--- config.mk ---
export PLATFORM = sky130hd
export DESIGN_NAME = rv32i_execute_core
export DESIGN_NICKNAME = d
export VERILOG_FILES = /design/src/design/rvex_pkg.sv /design/src/design/rvex_front.sv /design/src/design/rvex_back.sv /design/src/design/rv32i_execute_core.sv
export VERILOG_INCLUDE_DIRS = /design/src /design/src/design
export SDC_FILE = /design/constraint.sdc
export NUM_CORES = 2
export LEC_CHECK = 0
export BUFFER_PORTS_ARGS = -buffer_cell sky130_fd_sc_hd__buf_2
export CORE_ASPECT_RATIO = 1.75
export CORE_MARGIN = 3
export CORE_UTILIZATION = 34
export DETAILED_ROUTE_END_ITERATION = 10
export GPL_TIMING_DRIVEN = 0
export PLACE_DENSITY_LB_ADDON = 0.2
export SYNTH_ARGS = -nofsm -noshare
export SYNTH_HDL_FRONTEND = slang
export SYNTH_SLANG_ARGS = --single-unit
--- constraint.sdc ---
create_clock -name clk_i -period 7.81 [get_ports clk_i]
set_input_delay 0 -clock clk_i [delete_from_list [all_inputs] [get_ports clk_i]]
set_output_delay 0 -clock clk_i [all_outputs]
set_load 0.01 [all_outputs]
--- src/design/rv32i_execute_core_defines.svh ---
// Assertion macros for the RV32I execute core.
`ifndef RV32I_EXECUTE_CORE_DEFINES_SVH
`define RV32I_EXECUTE_CORE_DEFINES_SVH
`ifndef ASSERT_OFF
`define RV_ASSERT(label, clk, rst_n, prop, msg) \
  label: assert property (@(posedge clk) disable iff (!rst_n) prop) else $error(msg);
`define RV_ASSERT_NEVER(label, clk, rst_n, cond, msg) \
  label: assert property (@(posedge clk) disable iff (!rst_n) !(cond)) else $error(msg);
`else
`define RV_ASSERT(label, clk, rst_n, prop, msg)
`define RV_ASSERT_NEVER(label, clk, rst_n, cond, msg)
`endif
`endif

--- src/design/rvex_pkg.sv ---
// Package with opcodes, status codes and shared types of the RV32I execute core.
package rvex_pkg;

  localparam logic [6:0] OP_LUI    = 7'h37;
  localparam logic [6:0] OP_AUIPC  = 7'h17;
  localparam logic [6:0] OP_JAL    = 7'h6f;
  localparam logic [6:0] OP_JALR   = 7'h67;
  localparam logic [6:0] OP_BRANCH = 7'h63;
  localparam logic [6:0] OP_LOAD   = 7'h03;
  localparam logic [6:0] OP_STORE  = 7'h23;
  localparam logic [6:0] OP_IMM    = 7'h13;
  localparam logic [6:0] OP_REG    = 7'h33;
  localparam logic [6:0] F7_ALT    = 7'h20;

  localparam logic [2:0] ST_OK   = 3'd0;
  localparam logic [2:0] ST_WAIT = 3'd1;
  localparam logic [2:0] ST_ILL  = 3'd2;
  localparam logic [2:0] ST_MIS  = 3'd3;
  localparam logic [2:0] ST_ERR  = 3'd4;

  // Classified item handed from the front part to the back part.
  typedef struct packed {
    logic        action;
    logic [31:0] instr;
    logic [31:0] read_data;
    logic        mem_fault;
    logic        len_bad;
  } item_t;

  function automatic logic [31:0] swap16(input logic [31:0] v);
    return {16'h0, v[7:0], v[15:8]};
  endfunction

  function automatic logic [31:0] swap32(input logic [31:0] v);
    return {v[7:0], v[15:8], v[23:16], v[31:24]};
  endfunction

endpackage

--- src/design/rvex_front.sv ---
// Front part: accepts items, classifies them and holds them in a two-entry queue.
module rvex_front (
  input  logic                 clk_i,
  input  logic                 rst_ni,
  input  logic                 in_valid_i,
  output logic                 in_stall_o,
  input  logic                 action_i,
  input  logic [31:0]          instr_i,
  input  logic [31:0]          read_data_i,
  input  logic                 mem_fault_i,
  output logic                 q_valid_o,
  output rvex_pkg::item_t      q_item_o,
  input  logic                 q_pop_i
);
  import rvex_pkg::*;

  item_t      mem_q [2];
  logic       wr_ptr_q, rd_ptr_q;
  logic [1:0] count_q;
  logic       push;
  item_t      new_item;

  // Flag instruction words whose length encoding is not 32 bits.
  always_comb begin
    new_item.action    = action_i;
    new_item.instr     = instr_i;
    new_item.read_data = read_data_i;
    new_item.mem_fault = mem_fault_i;
    new_item.len_bad   = (instr_i[1:0] != 2'b11) || (instr_i[4:0] == 5'b11111);
  end

  assign in_stall_o = (count_q == 2'd2);
  assign push       = in_valid_i && !in_stall_o;
  assign q_valid_o  = (count_q != 2'd0);
  assign q_item_o   = mem_q[rd_ptr_q];

  // Queue storage.
  always_ff @(posedge clk_i) begin
    if (push) begin
      mem_q[wr_ptr_q] <= new_item;
    end
  end

  // Queue pointers and fill count.
  always_ff @(posedge clk_i or negedge rst_ni) begin
    if (!rst_ni) begin
      wr_ptr_q <= 1'b0;
      rd_ptr_q <= 1'b0;
      count_q  <= 2'd0;
    end else begin
      if (push) wr_ptr_q <= ~wr_ptr_q;
      if (q_pop_i) rd_ptr_q <= ~rd_ptr_q;
      count_q <= count_q + {1'b0, push} - {1'b0, q_pop_i};
    end
  end

endmodule

--- src/design/rvex_back.sv ---
// Back part: executes queued items against the register file and pc.
module rvex_back #(
  parameter int NUM_REGS = 32
) (
  input  logic                 clk_i,
  input  logic                 rst_ni,
  input  logic                 big_endian_i,
  input  logic                 q_valid_i,
  input  rvex_pkg::item_t      q_item_i,
  output logic                 q_pop_o,
  output logic                 out_valid_o,
  input  logic                 out_stall_i,
  output logic [2:0]           status_o,
  output logic [31:0]          next_pc_o,
  output logic                 mem_valid_o,
  output logic                 mem_write_o,
  output logic [31:0]          mem_addr_o,
  output logic [1:0]           mem_size_o,
  output logic [31:0]          mem_wdata_o
);
  import rvex_pkg::*;

  logic [31:0] rf_q [1:NUM_REGS-1];
  logic [31:0] pc_q;
  logic        pend_q;
  logic [4:0]  ldest_q;
  logic [2:0]  lkind_q;
  logic        out_valid_q;

  logic [31:0] ins, a, b, immi, r, t, wval, pc_d, ldv;
  logic [6:0]  op, f7;
  logic [2:0]  f3, st;
  logic [4:0]  rd, rs1, rs2, wdst;
  logic        we, take, ok, mv, mw, set_pend, clr_pend;
  logic [31:0] ma, md;
  logic [1:0]  ms;
  logic [12:0] boff;
  logic [20:0] joff;
  logic [4:0]  sh;
  logic [31:0] bop;
  logic        fire;

  function automatic logic [31:0] rreg_f(input logic [4:0] i,
                                        input logic [31:0] v);
    return (i == 5'd0 || 32'(i) >= NUM_REGS) ? 32'h0 : v;
  endfunction

  assign ins  = q_item_i.instr;
  assign op   = ins[6:0];
  assign rd   = ins[11:7];
  assign f3   = ins[14:12];
  assign rs1  = ins[19:15];
  assign rs2  = ins[24:20];
  assign f7   = ins[31:25];
  assign a    = rreg_f(rs1, (32'(rs1) < NUM_REGS && rs1 != 5'd0) ? rf_q[rs1] : 32'h0);
  assign b    = rreg_f(rs2, (32'(rs2) < NUM_REGS && rs2 != 5'd0) ? rf_q[rs2] : 32'h0);
  assign immi = {{20{ins[31]}}, ins[31:20]};
  assign boff = {ins[31], ins[7], ins[30:25], ins[11:8], 1'b0};
  assign joff = {ins[31], ins[19:12], ins[20], ins[30:21], 1'b0};
  assign t    = (a + immi) & ~32'h1;

  // Output register is free when empty or being taken this cycle.
  assign fire    = q_valid_i && (!out_valid_q || !out_stall_i);
  assign q_pop_o = fire;

  // ALU for the register and immediate forms.
  always_comb begin
    bop = (op == OP_IMM) ? immi : b;
    sh  = bop[4:0];
    ok  = 1'b1;
    r   = 32'h0;
    case (f3)
      3'd0: begin
        if (op == OP_IMM || f7 == 7'd0) r = a + bop;
        else if (f7 == F7_ALT) r = a - bop;
        else ok = 1'b0;
      end
      3'd1: begin
        ok = (f7 == 7'd0);
        r  = a << sh;
      end
      3'd2: r = {31'h0, $signed(a) < $signed(bop)};
      3'd3: r = {31'h0, a < bop};
      3'd4: r = a ^ bop;
      3'd5: begin
        if (f7 == 7'd0) r = a >> sh;
        else if (f7 == F7_ALT) r = 32'($signed(a) >>> sh);
        else ok = 1'b0;
      end
      3'd6: r = a | bop;
      default: r = a & bop;
    endcase
    if (f3 != 3'd0 && f3 != 3'd1 && f3 != 3'd5 && op == OP_REG && f7 != 7'd0) ok = 1'b0;
  end

  // Load return data shaping.
  always_comb begin
    case (lkind_q)
      3'd0: ldv = {{24{q_item_i.read_data[7]}}, q_item_i.read_data[7:0]};
      3'd1: begin
        ldv = big_endian_i ? swap16(q_item_i.read_data)
                           : {16'h0, q_item_i.read_data[15:0]};
        ldv = {{16{ldv[15]}}, ldv[15:0]};
      end
      3'd4: ldv = {24'h0, q_item_i.read_data[7:0]};
      3'd5: ldv = big_endian_i ? swap16(q_item_i.read_data)
                               : {16'h0, q_item_i.read_data[15:0]};
      default: ldv = big_endian_i ? swap32(q_item_i.read_data) : q_item_i.read_data;
    endcase
  end

  // Execute one item.
  always_comb begin
    st = ST_OK; pc_d = pc_q; we = 1'b0; wdst = rd; wval = 32'h0;
    mv = 1'b0; mw = 1'b0; ma = 32'h0; ms = 2'd0; md = 32'h0;
    set_pend = 1'b0; clr_pend = 1'b0; take = 1'b0;
    if (q_item_i.action) begin
      if (!pend_q) st = ST_ERR;
      else begin
        clr_pend = 1'b1;
        if (q_item_i.mem_fault) st = ST_ERR;
        else begin
          we = 1'b1; wdst = ldest_q; wval = ldv; pc_d = pc_q + 32'd4;
        end
      end
    end else if (pend_q || q_item_i.mem_fault || q_item_i.len_bad) begin
      st = ST_ERR;
    end else begin
      case (op)
        OP_LUI: begin
          we = 1'b1; wval = {ins[31:12], 12'h0}; pc_d = pc_q + 32'd4;
        end
        OP_AUIPC: begin
          we = 1'b1; wval = pc_q + {ins[31:12], 12'h0}; pc_d = pc_q + 32'd4;
        end
        OP_JAL: begin
          we = 1'b1; wval = pc_q + 32'd4; pc_d = pc_q + {{11{joff[20]}}, joff};
        end
        OP_JALR: begin
          if (f3 != 3'd0) st = ST_ILL;
          else if (t[1]) st = ST_MIS;
          else begin
            we = 1'b1; wval = pc_q + 32'd4; pc_d = t;
          end
        end
        OP_BRANCH: begin
          case (f3)
            3'd0: take = (a == b);
            3'd1: take = (a != b);
            3'd4: take = $signed(a) < $signed(b);
            3'd5: take = !($signed(a) < $signed(b));
            3'd6: take = a < b;
            3'd7: take = a >= b;
            default: st = ST_ILL;
          endcase
          if (st == ST_OK) pc_d = take ? pc_q + {{19{boff[12]}}, boff} : pc_q + 32'd4;
        end
        OP_LOAD: begin
          if (f3 == 3'd3 || f3 > 3'd5) st = ST_ILL;
          else begin
            mv = 1'b1; ma = a + immi; ms = f3[1:0]; set_pend = 1'b1; st = ST_WAIT;
          end
        end
        OP_STORE: begin
          if (f3 > 3'd2) st = ST_ILL;
          else begin
            mv = 1'b1; mw = 1'b1; ms = f3[1:0];
            ma = a + {{20{ins[31]}}, ins[31:25], ins[11:7]};
            if (f3 == 3'd0) md = {24'h0, b[7:0]};
            else if (f3 == 3'd1) md = big_endian_i ? swap16(b) : {16'h0, b[15:0]};
            else md = big_endian_i ? swap32(b) : b;
            pc_d = pc_q + 32'd4;
          end
        end
        OP_IMM, OP_REG: begin
          if (!ok) st = ST_ILL;
          else begin
            we = 1'b1; wval = r; pc_d = pc_q + 32'd4;
          end
        end
        default: st = ST_ILL;
      endcase
    end
  end

  // Register file write.
  always_ff @(posedge clk_i or negedge rst_ni) begin
    if (!rst_ni) begin
      for (int i = 1; i < NUM_REGS; i++) rf_q[i] <= 32'h0;
    end else if (fire && we && wdst != 5'd0 && 32'(wdst) < NUM_REGS) begin
      rf_q[wdst] <= wval;
    end
  end

  // Architectural control state and output valid.
  always_ff @(posedge clk_i or negedge rst_ni) begin
    if (!rst_ni) begin
      pc_q        <= 32'h0;
      pend_q      <= 1'b0;
      ldest_q     <= 5'd0;
      lkind_q     <= 3'd0;
      out_valid_q <= 1'b0;
    end else begin
      if (fire) begin
        pc_q <= pc_d;
        if (set_pend) begin
          pend_q <= 1'b1; ldest_q <= rd; lkind_q <= f3;
        end else if (clr_pend) begin
          pend_q <= 1'b0;
        end
        out_valid_q <= 1'b1;
      end else if (!out_stall_i) begin
        out_valid_q <= 1'b0;
      end
    end
  end

  // Result register.
  always_ff @(posedge clk_i) begin
    if (fire) begin
      status_o    <= st;
      next_pc_o   <= pc_d;
      mem_valid_o <= mv;
      mem_write_o <= mw;
      mem_addr_o  <= ma;
      mem_size_o  <= ms;
      mem_wdata_o <= md;
    end
  end

  assign out_valid_o = out_valid_q;

endmodule

--- src/design/rv32i_execute_core.sv ---
// A result passes through the queue, then the result register, before it is offered.
// Throughput: one item per cycle while out_stall_i is low; a load needs a second item carrying its data.
// The back part's execute loop over registers and pc sets the rate.
// Reset clears the register file, pc, pending load state, queue and big_endian.
// Top level of the RV32I execute core.
`include "rv32i_execute_core_defines.svh"
module rv32i_execute_core #(
  parameter int NUM_REGS = 32
) (
  input  logic        clk_i,
  input  logic        rst_ni,
  input  logic        cfg_valid_i,
  output logic        cfg_ready_o,
  input  logic        cfg_data_i,
  input  logic        in_valid_i,
  output logic        in_stall_o,
  input  logic        action_i,
  input  logic [31:0] instr_i,
  input  logic [31:0] read_data_i,
  input  logic        mem_fault_i,
  output logic        out_valid_o,
  input  logic        out_stall_i,
  output logic [2:0]  status_o,
  output logic [31:0] next_pc_o,
  output logic        mem_valid_o,
  output logic        mem_write_o,
  output logic [31:0] mem_addr_o,
  output logic [1:0]  mem_size_o,
  output logic [31:0] mem_wdata_o
);
  import rvex_pkg::*;

  logic  big_endian_q;
  logic  q_valid, q_pop;
  item_t q_item;

  assign cfg_ready_o = 1'b1;

  // Configuration register.
  always_ff @(posedge clk_i or negedge rst_ni) begin
    if (!rst_ni) big_endian_q <= 1'b0;
    else if (cfg_valid_i && cfg_ready_o) big_endian_q <= cfg_data_i;
  end

  rvex_front u_front (
    .clk_i, .rst_ni, .in_valid_i, .in_stall_o, .action_i, .instr_i,
    .read_data_i, .mem_fault_i,
    .q_valid_o(q_valid), .q_item_o(q_item), .q_pop_i(q_pop)
  );

  rvex_back #(.NUM_REGS(NUM_REGS)) u_back (
    .clk_i, .rst_ni, .big_endian_i(big_endian_q),
    .q_valid_i(q_valid), .q_item_i(q_item), .q_pop_o(q_pop),
    .out_valid_o, .out_stall_i, .status_o, .next_pc_o, .mem_valid_o,
    .mem_write_o, .mem_addr_o, .mem_size_o, .mem_wdata_o
  );

  // The queue is only drained when it holds an item.
  `RV_ASSERT(a_pop_valid, clk_i, rst_ni, q_pop |-> q_valid, "pop from empty queue")
  // A memory request never comes with an illegal or error status.
  `RV_ASSERT(a_req_status, clk_i, rst_ni, (out_valid_o && mem_valid_o) |-> (status_o == ST_OK || status_o == ST_WAIT), "request with bad status")
  // A waiting status always carries a load request.
  `RV_ASSERT(a_wait_load, clk_i, rst_ni, (out_valid_o && status_o == ST_WAIT) |-> (mem_valid_o && !mem_write_o), "wait without load")
  // An offered status is always one of the defined codes.
  `RV_ASSERT_NEVER(a_status_range, clk_i, rst_ni, out_valid_o && (status_o > ST_ERR), "status out of range")

endmodule
==> results_dict.tcl, run 1 <==
set metrics [dict create \
    htree_levels 4 \
    synthArstFlopShare 0.8143 \
    seq_area_frac_synth 0.3727 \
    placementRows 247 \
    io_buffer_count 176 \
    synth_cell_types 117 \
    ys_seq_elements 1276 \
    synthFlopType "dfrtp_1" \
    grt_pass1_wl_um 1485000 \
    syn_area_per_cell_um2 8.443 \
    syn_inst 10525 \
    cts.path.max_buffers 4 \
    overflow 3691 \
    grt_max_degree 154 \
    die_w_um 392.5 \
    status "did not finish" \
    initial_utilization 0.3427 \
    error "[ERROR GRT-0116] Global routing finished with congestion. Check the congestion regions in the DRC Viewer." \
    cts_root_buf "clkbuf_16" \
    lastStage "5_1_grt" \
    numCtsBuffers 149 \
    finalWeightedCongestion 1.252 \
    synth_nets 10828 \
    synth_edf_count 237 \
    clock_sinks 1276 \
    synth_area_um2 88870 \
    grt_pass1_vias 132115 \
    die_h_um 682.3 \
    ys_warn_count 0 \
    ioPinCount 178 \
    hpwlAfterDp_um 656500 \
    grt_usage 0.7747 \
]
## synthesized netlist by cell type (194+ instances only)
master    number  area share
a21oi_1      683       0.038
buf_2        194       0.011
clkbuf_1     640       0.027
dfrtp_1     1039        0.29
edfxtp_1     237       0.080
ha_1         224       0.032
inv_1        271       0.011
mux2_2       470       0.060
mux2i_1      197       0.022
nand2_1     1843       0.078
nand3_1      430       0.024
nor2_1       459       0.019
nor3_1       203       0.011
o211ai_1     197       0.017
o21ai_0      869       0.049
## cells by family after synthesis
logic type               after synthesis  share of synthesized area
multiplexers                         766                     0.1049
buffers and inverters               1267                    0.05923
AO/OA/AOI/OAI                       3354                     0.2427
XOR/XNOR                             157                    0.01547
flip-flops                          1276                     0.3727
other                                  1                 0.00004220
AND/OR/NAND/NOR                     3473                     0.1719
adder cells (fa/ha/maj)              231                    0.03311
## repair_timing
action                     in CTS
resized for setup            1617
cloned                          3
hold endpoints to repair      719
hold buffers                  129
pin swaps                      78
setup buffers                 128
setup endpoints to repair    1115
## routing by layer
layer | global-route usage | GRT overflow
met1 | 0.7520 | 35
met2 | 0.9427 | 2202
met3 | 0.6185 | 52
met4 | 0.8202 | 1397
met5 | 0.3179 | 5
## stage by stage
step	hold WS, ns	setup slack [ns]	setup TNS, ns	instances	area, um2
after floorplan	-0.2956	1.057	0	10525	88870
after global placement	0.1886	-18.27	-	14062	93950
after detailed placement	0.01487	-6.118	-4924.45	14184	96640
after CTS	0.002230	-0.2513	-20.68	14676	110200
==> run 2, diff against run 1 <==
--- a/config.mk
+++ b/config.mk
@@ -7,12 +7,11 @@
 export NUM_CORES = 2
 export LEC_CHECK = 0
 export BUFFER_PORTS_ARGS = -buffer_cell sky130_fd_sc_hd__buf_2
-export CORE_ASPECT_RATIO = 1.75
 export CORE_MARGIN = 3
-export CORE_UTILIZATION = 34
+export CORE_UTILIZATION = 20
 export DETAILED_ROUTE_END_ITERATION = 10
 export GPL_TIMING_DRIVEN = 0
-export PLACE_DENSITY_LB_ADDON = 0.2
+export PLACE_DENSITY_LB_ADDON = 0.15
 export SYNTH_ARGS = -nofsm -noshare
 export SYNTH_HDL_FRONTEND = slang
 export SYNTH_SLANG_ARGS = --single-unit
==> run 2 against run 1 <==
Net effect: the flow now finishes, with violations (max-capacitance violations, max-slew violations, negative setup slack); synthesized cell count stayed put; area after synthesis did not move.
==> results_dict.tcl, run 2 <==
set metrics [dict create \
    status "finished with violations" \
    failed_checks "max-capacitance violations, max-slew violations, negative setup slack" \
    worstMarginPinSlew_ns 1.649 \
    grt_max_degree 147 \
    synthArstFlopShare 0.8143 \
    power_frac_seq 0.115 \
    clock_sinks 1276 \
    ys_seq_elements 1276 \
    postPlaceCellArea_um2 99130 \
    swShare 0.6024 \
    final_cells 17414 \
    grt_pass1_vias 95037 \
    synthFlopType "dfrtp_1" \
    setup_viol 911 \
    ioPinCount 178 \
    cts.path.max_buffers 4 \
    drt_first_pass_iters 9 \
    place_inst 16689 \
    ant_nets 0 \
    nNetsFinal 11591 \
    syn_area_per_cell_um2 8.443 \
    core_um2 442100 \
    worstPathArrival_ns 8.80 \
    die_h_um 672.6 \
    finalWeightedCongestion 1.102 \
    placementRows 244 \
    power.density_nw_per_um2 564.6 \
    seq_area_frac_synth 0.3727 \
    cts_root_buf "clkbuf_16" \
    tns_ns -133.62 \
    grt_util_met1 0.4214 \
    cts_tree "yes" \
    timing.final.crit_share 1.052 \
    overflow 0 \
    p_sw_mw 39.50 \
    synth_top_cell_by_area "dfrtp_1" \
    io_buffer_count 176 \
    busiest_layer "met2" \
    vias 104239 \
    synth_cell_types 117 \
    criticalPathCategory "flip-flop to flip-flop" \
    yosysMostFrequentCell "nand2_1" \
    first_iter_violations 16690 \
    largest_reg_flops 992 \
    crit_buf_inv 9 \
    grt_pass1_wl_um 1021000 \
    r2r_start "u_front.rd_ptr_q" \
    power_mw 65.56 \
    largest_register "u_back.rf_q" \
    syn_inst 10525 \
    leakagePower_nw 46.16 \
    use_met2 0.4740 \
    cpPeakStageDelay_ns 0.71 \
    clock-skew-final_ns 0.1843 \
    finalHoldViolCount 0 \
    grt_usage 0.3423 \
    worstPathMaxFanout 10 \
    holdWs_ns 0.04092 \
    synth_top_area_frac 0.2926 \
    final_area_um2 116100 \
    reg_top3 "u_back.rf_q x992, u_front.mem_q x134" \
    synth_area_um2 88870 \
    clockPowerShare 0.131 \
    slew_headroom -0.09964 \
    maxSlewViolCount 81 \
    min_period_ns 8.218 \
    fmax_mhz 121.7 \
    synth_edf_count 237 \
    grt_setup_unrepaired "true" \
    drcViolationCount 0 \
    numCtsBuffers 172 \
    comb_power_share 0.753 \
    clkSlewWorstSetupHoldPaths_ns 0.07 \
    max_cap_viol_count 12 \
    required_ns 8.39 \
    initial_utilization 0.2010 \
    syn2layout_area_growth_pct 30.67 \
    routed_wl_um 807200 \
    final_common_cell "nand2_1" \
    ys_warn_count 0 \
    cp-start-kind "flip-flop" \
    synth_nets 10828 \
    drive_above_1_share 0.2201 \
    hpwlAfterDp_um 612500 \
    path_common_cell "buf_12" \
    crit_start "u_front.rd_ptr_q" \
    grt_use_met3 0.1439 \
    critPathSlowestCell "clkbuf_2" \
    setup_ws_ns -0.4079 \
    hp-start "instr_i[1]" \
    die-area_um2 452400 \
    synthTopCellsByArea "dfrtp_1 29%, edfxtp_1 8.0%, nand2_1 7.8%" \
    fin_util 0.2627 \
    hp-class "primary input to flip-flop" \
    worst_setup_path_end_kind "flip-flop" \
    vdd_drop_max_uv 269.1 \
    grt_antenna_before_repair 132 \
    htree_levels 4 \
    layout_common_cells "1818 x nand2_1, 1039 x dfrtp_1, 848 x o21ai_0, 632 x a21oi_1, 468 x mux2_2" \
    intPower_mw 26.06 \
    clkLatencyLatePin_ns 1.02 \
    cpLargestDelayFamily "compound AO/OA/AOI/OAI gates" \
    netlist_top_cells_count "1843 x nand2_1, 1039 x dfrtp_1, 869 x o21ai_0" \
    vias_per_cell 5.986 \
    wl_per_cell_um 46.35 \
    die_w_um 672.6 \
    dp_slack_ns -8.068 \
]
-- run 2: cell families (layout without fill, tap and decap cells) --
logic type	count (synthesis)	after routing	synth area share
other cells	1	86	0.00004220
mux	766	766	0.1049
fa+ha+maj	231	231	0.03311
xor+xnor	157	157	0.01547
compound gates	3354	3354	0.2427
buf+inv	1267	2167	0.05923
simple gates	3473	3473	0.1719
flops	1276	1276	0.3727
-- run 2: power by group through the flow --
stage / Combinational, mW / Sequential [mW] / Clock, mW
detailed placement: 40.1 / 7.70 / 0
finish: 49.4 / 7.57 / 8.62
floorplan: 18.6 / 7.71 / 0
global placement: 39.6 / 7.82 / 0
global route: 48.8 / 7.59 / 8.89
CTS: 44.8 / 7.57 / 8.67
-- run 2: final timing paths --
kind	slack, ns	cells past startpoint	endpoint
max in group asynchronous	4.92	7	u_back.rf_q[882]
hold / removal	0.04	2	u_front.mem_q[1][35]
setup / recovery	-0.41	27	u_back.next_pc_o[4]
min in group asynchronous	0.37	4	u_back.rf_q[208]
setup reg to reg	-0.41	27	u_back.next_pc_o[4]
hold reg to reg	0.48	2	u_back.rf_q[491]
-- run 2: what timing repair did --
action	in CTS	in global routing
endpoints found under the setup margin	1133	1021
buffers inserted	143	77
pin swaps	84	75
endpoints found under the hold margin	570	0
hold buffers	133	0
gates resized for setup	1657	364
cloned	1	6
-- run 2: final cells by class --
class	instances	area, um2
fill	48171	325900
multi-input combinational	7982	54190
sequential	1276	33120
buffer	944	8313
tap	5904	7387
timing repair buffer	621	6022
clock buffer	238	4833
inverter	291	1120
clock inverter	73	928.4
antenna	85	212.7
-- run 2: metal layers --
metal	share of wire	up-vias
met2	0.39	8409
met5	0.00053	-
met3	0.13	2371
li1	-	40062
met4	0.090	42
met1	0.39	53355
Power figures use the tool's default switching activity.
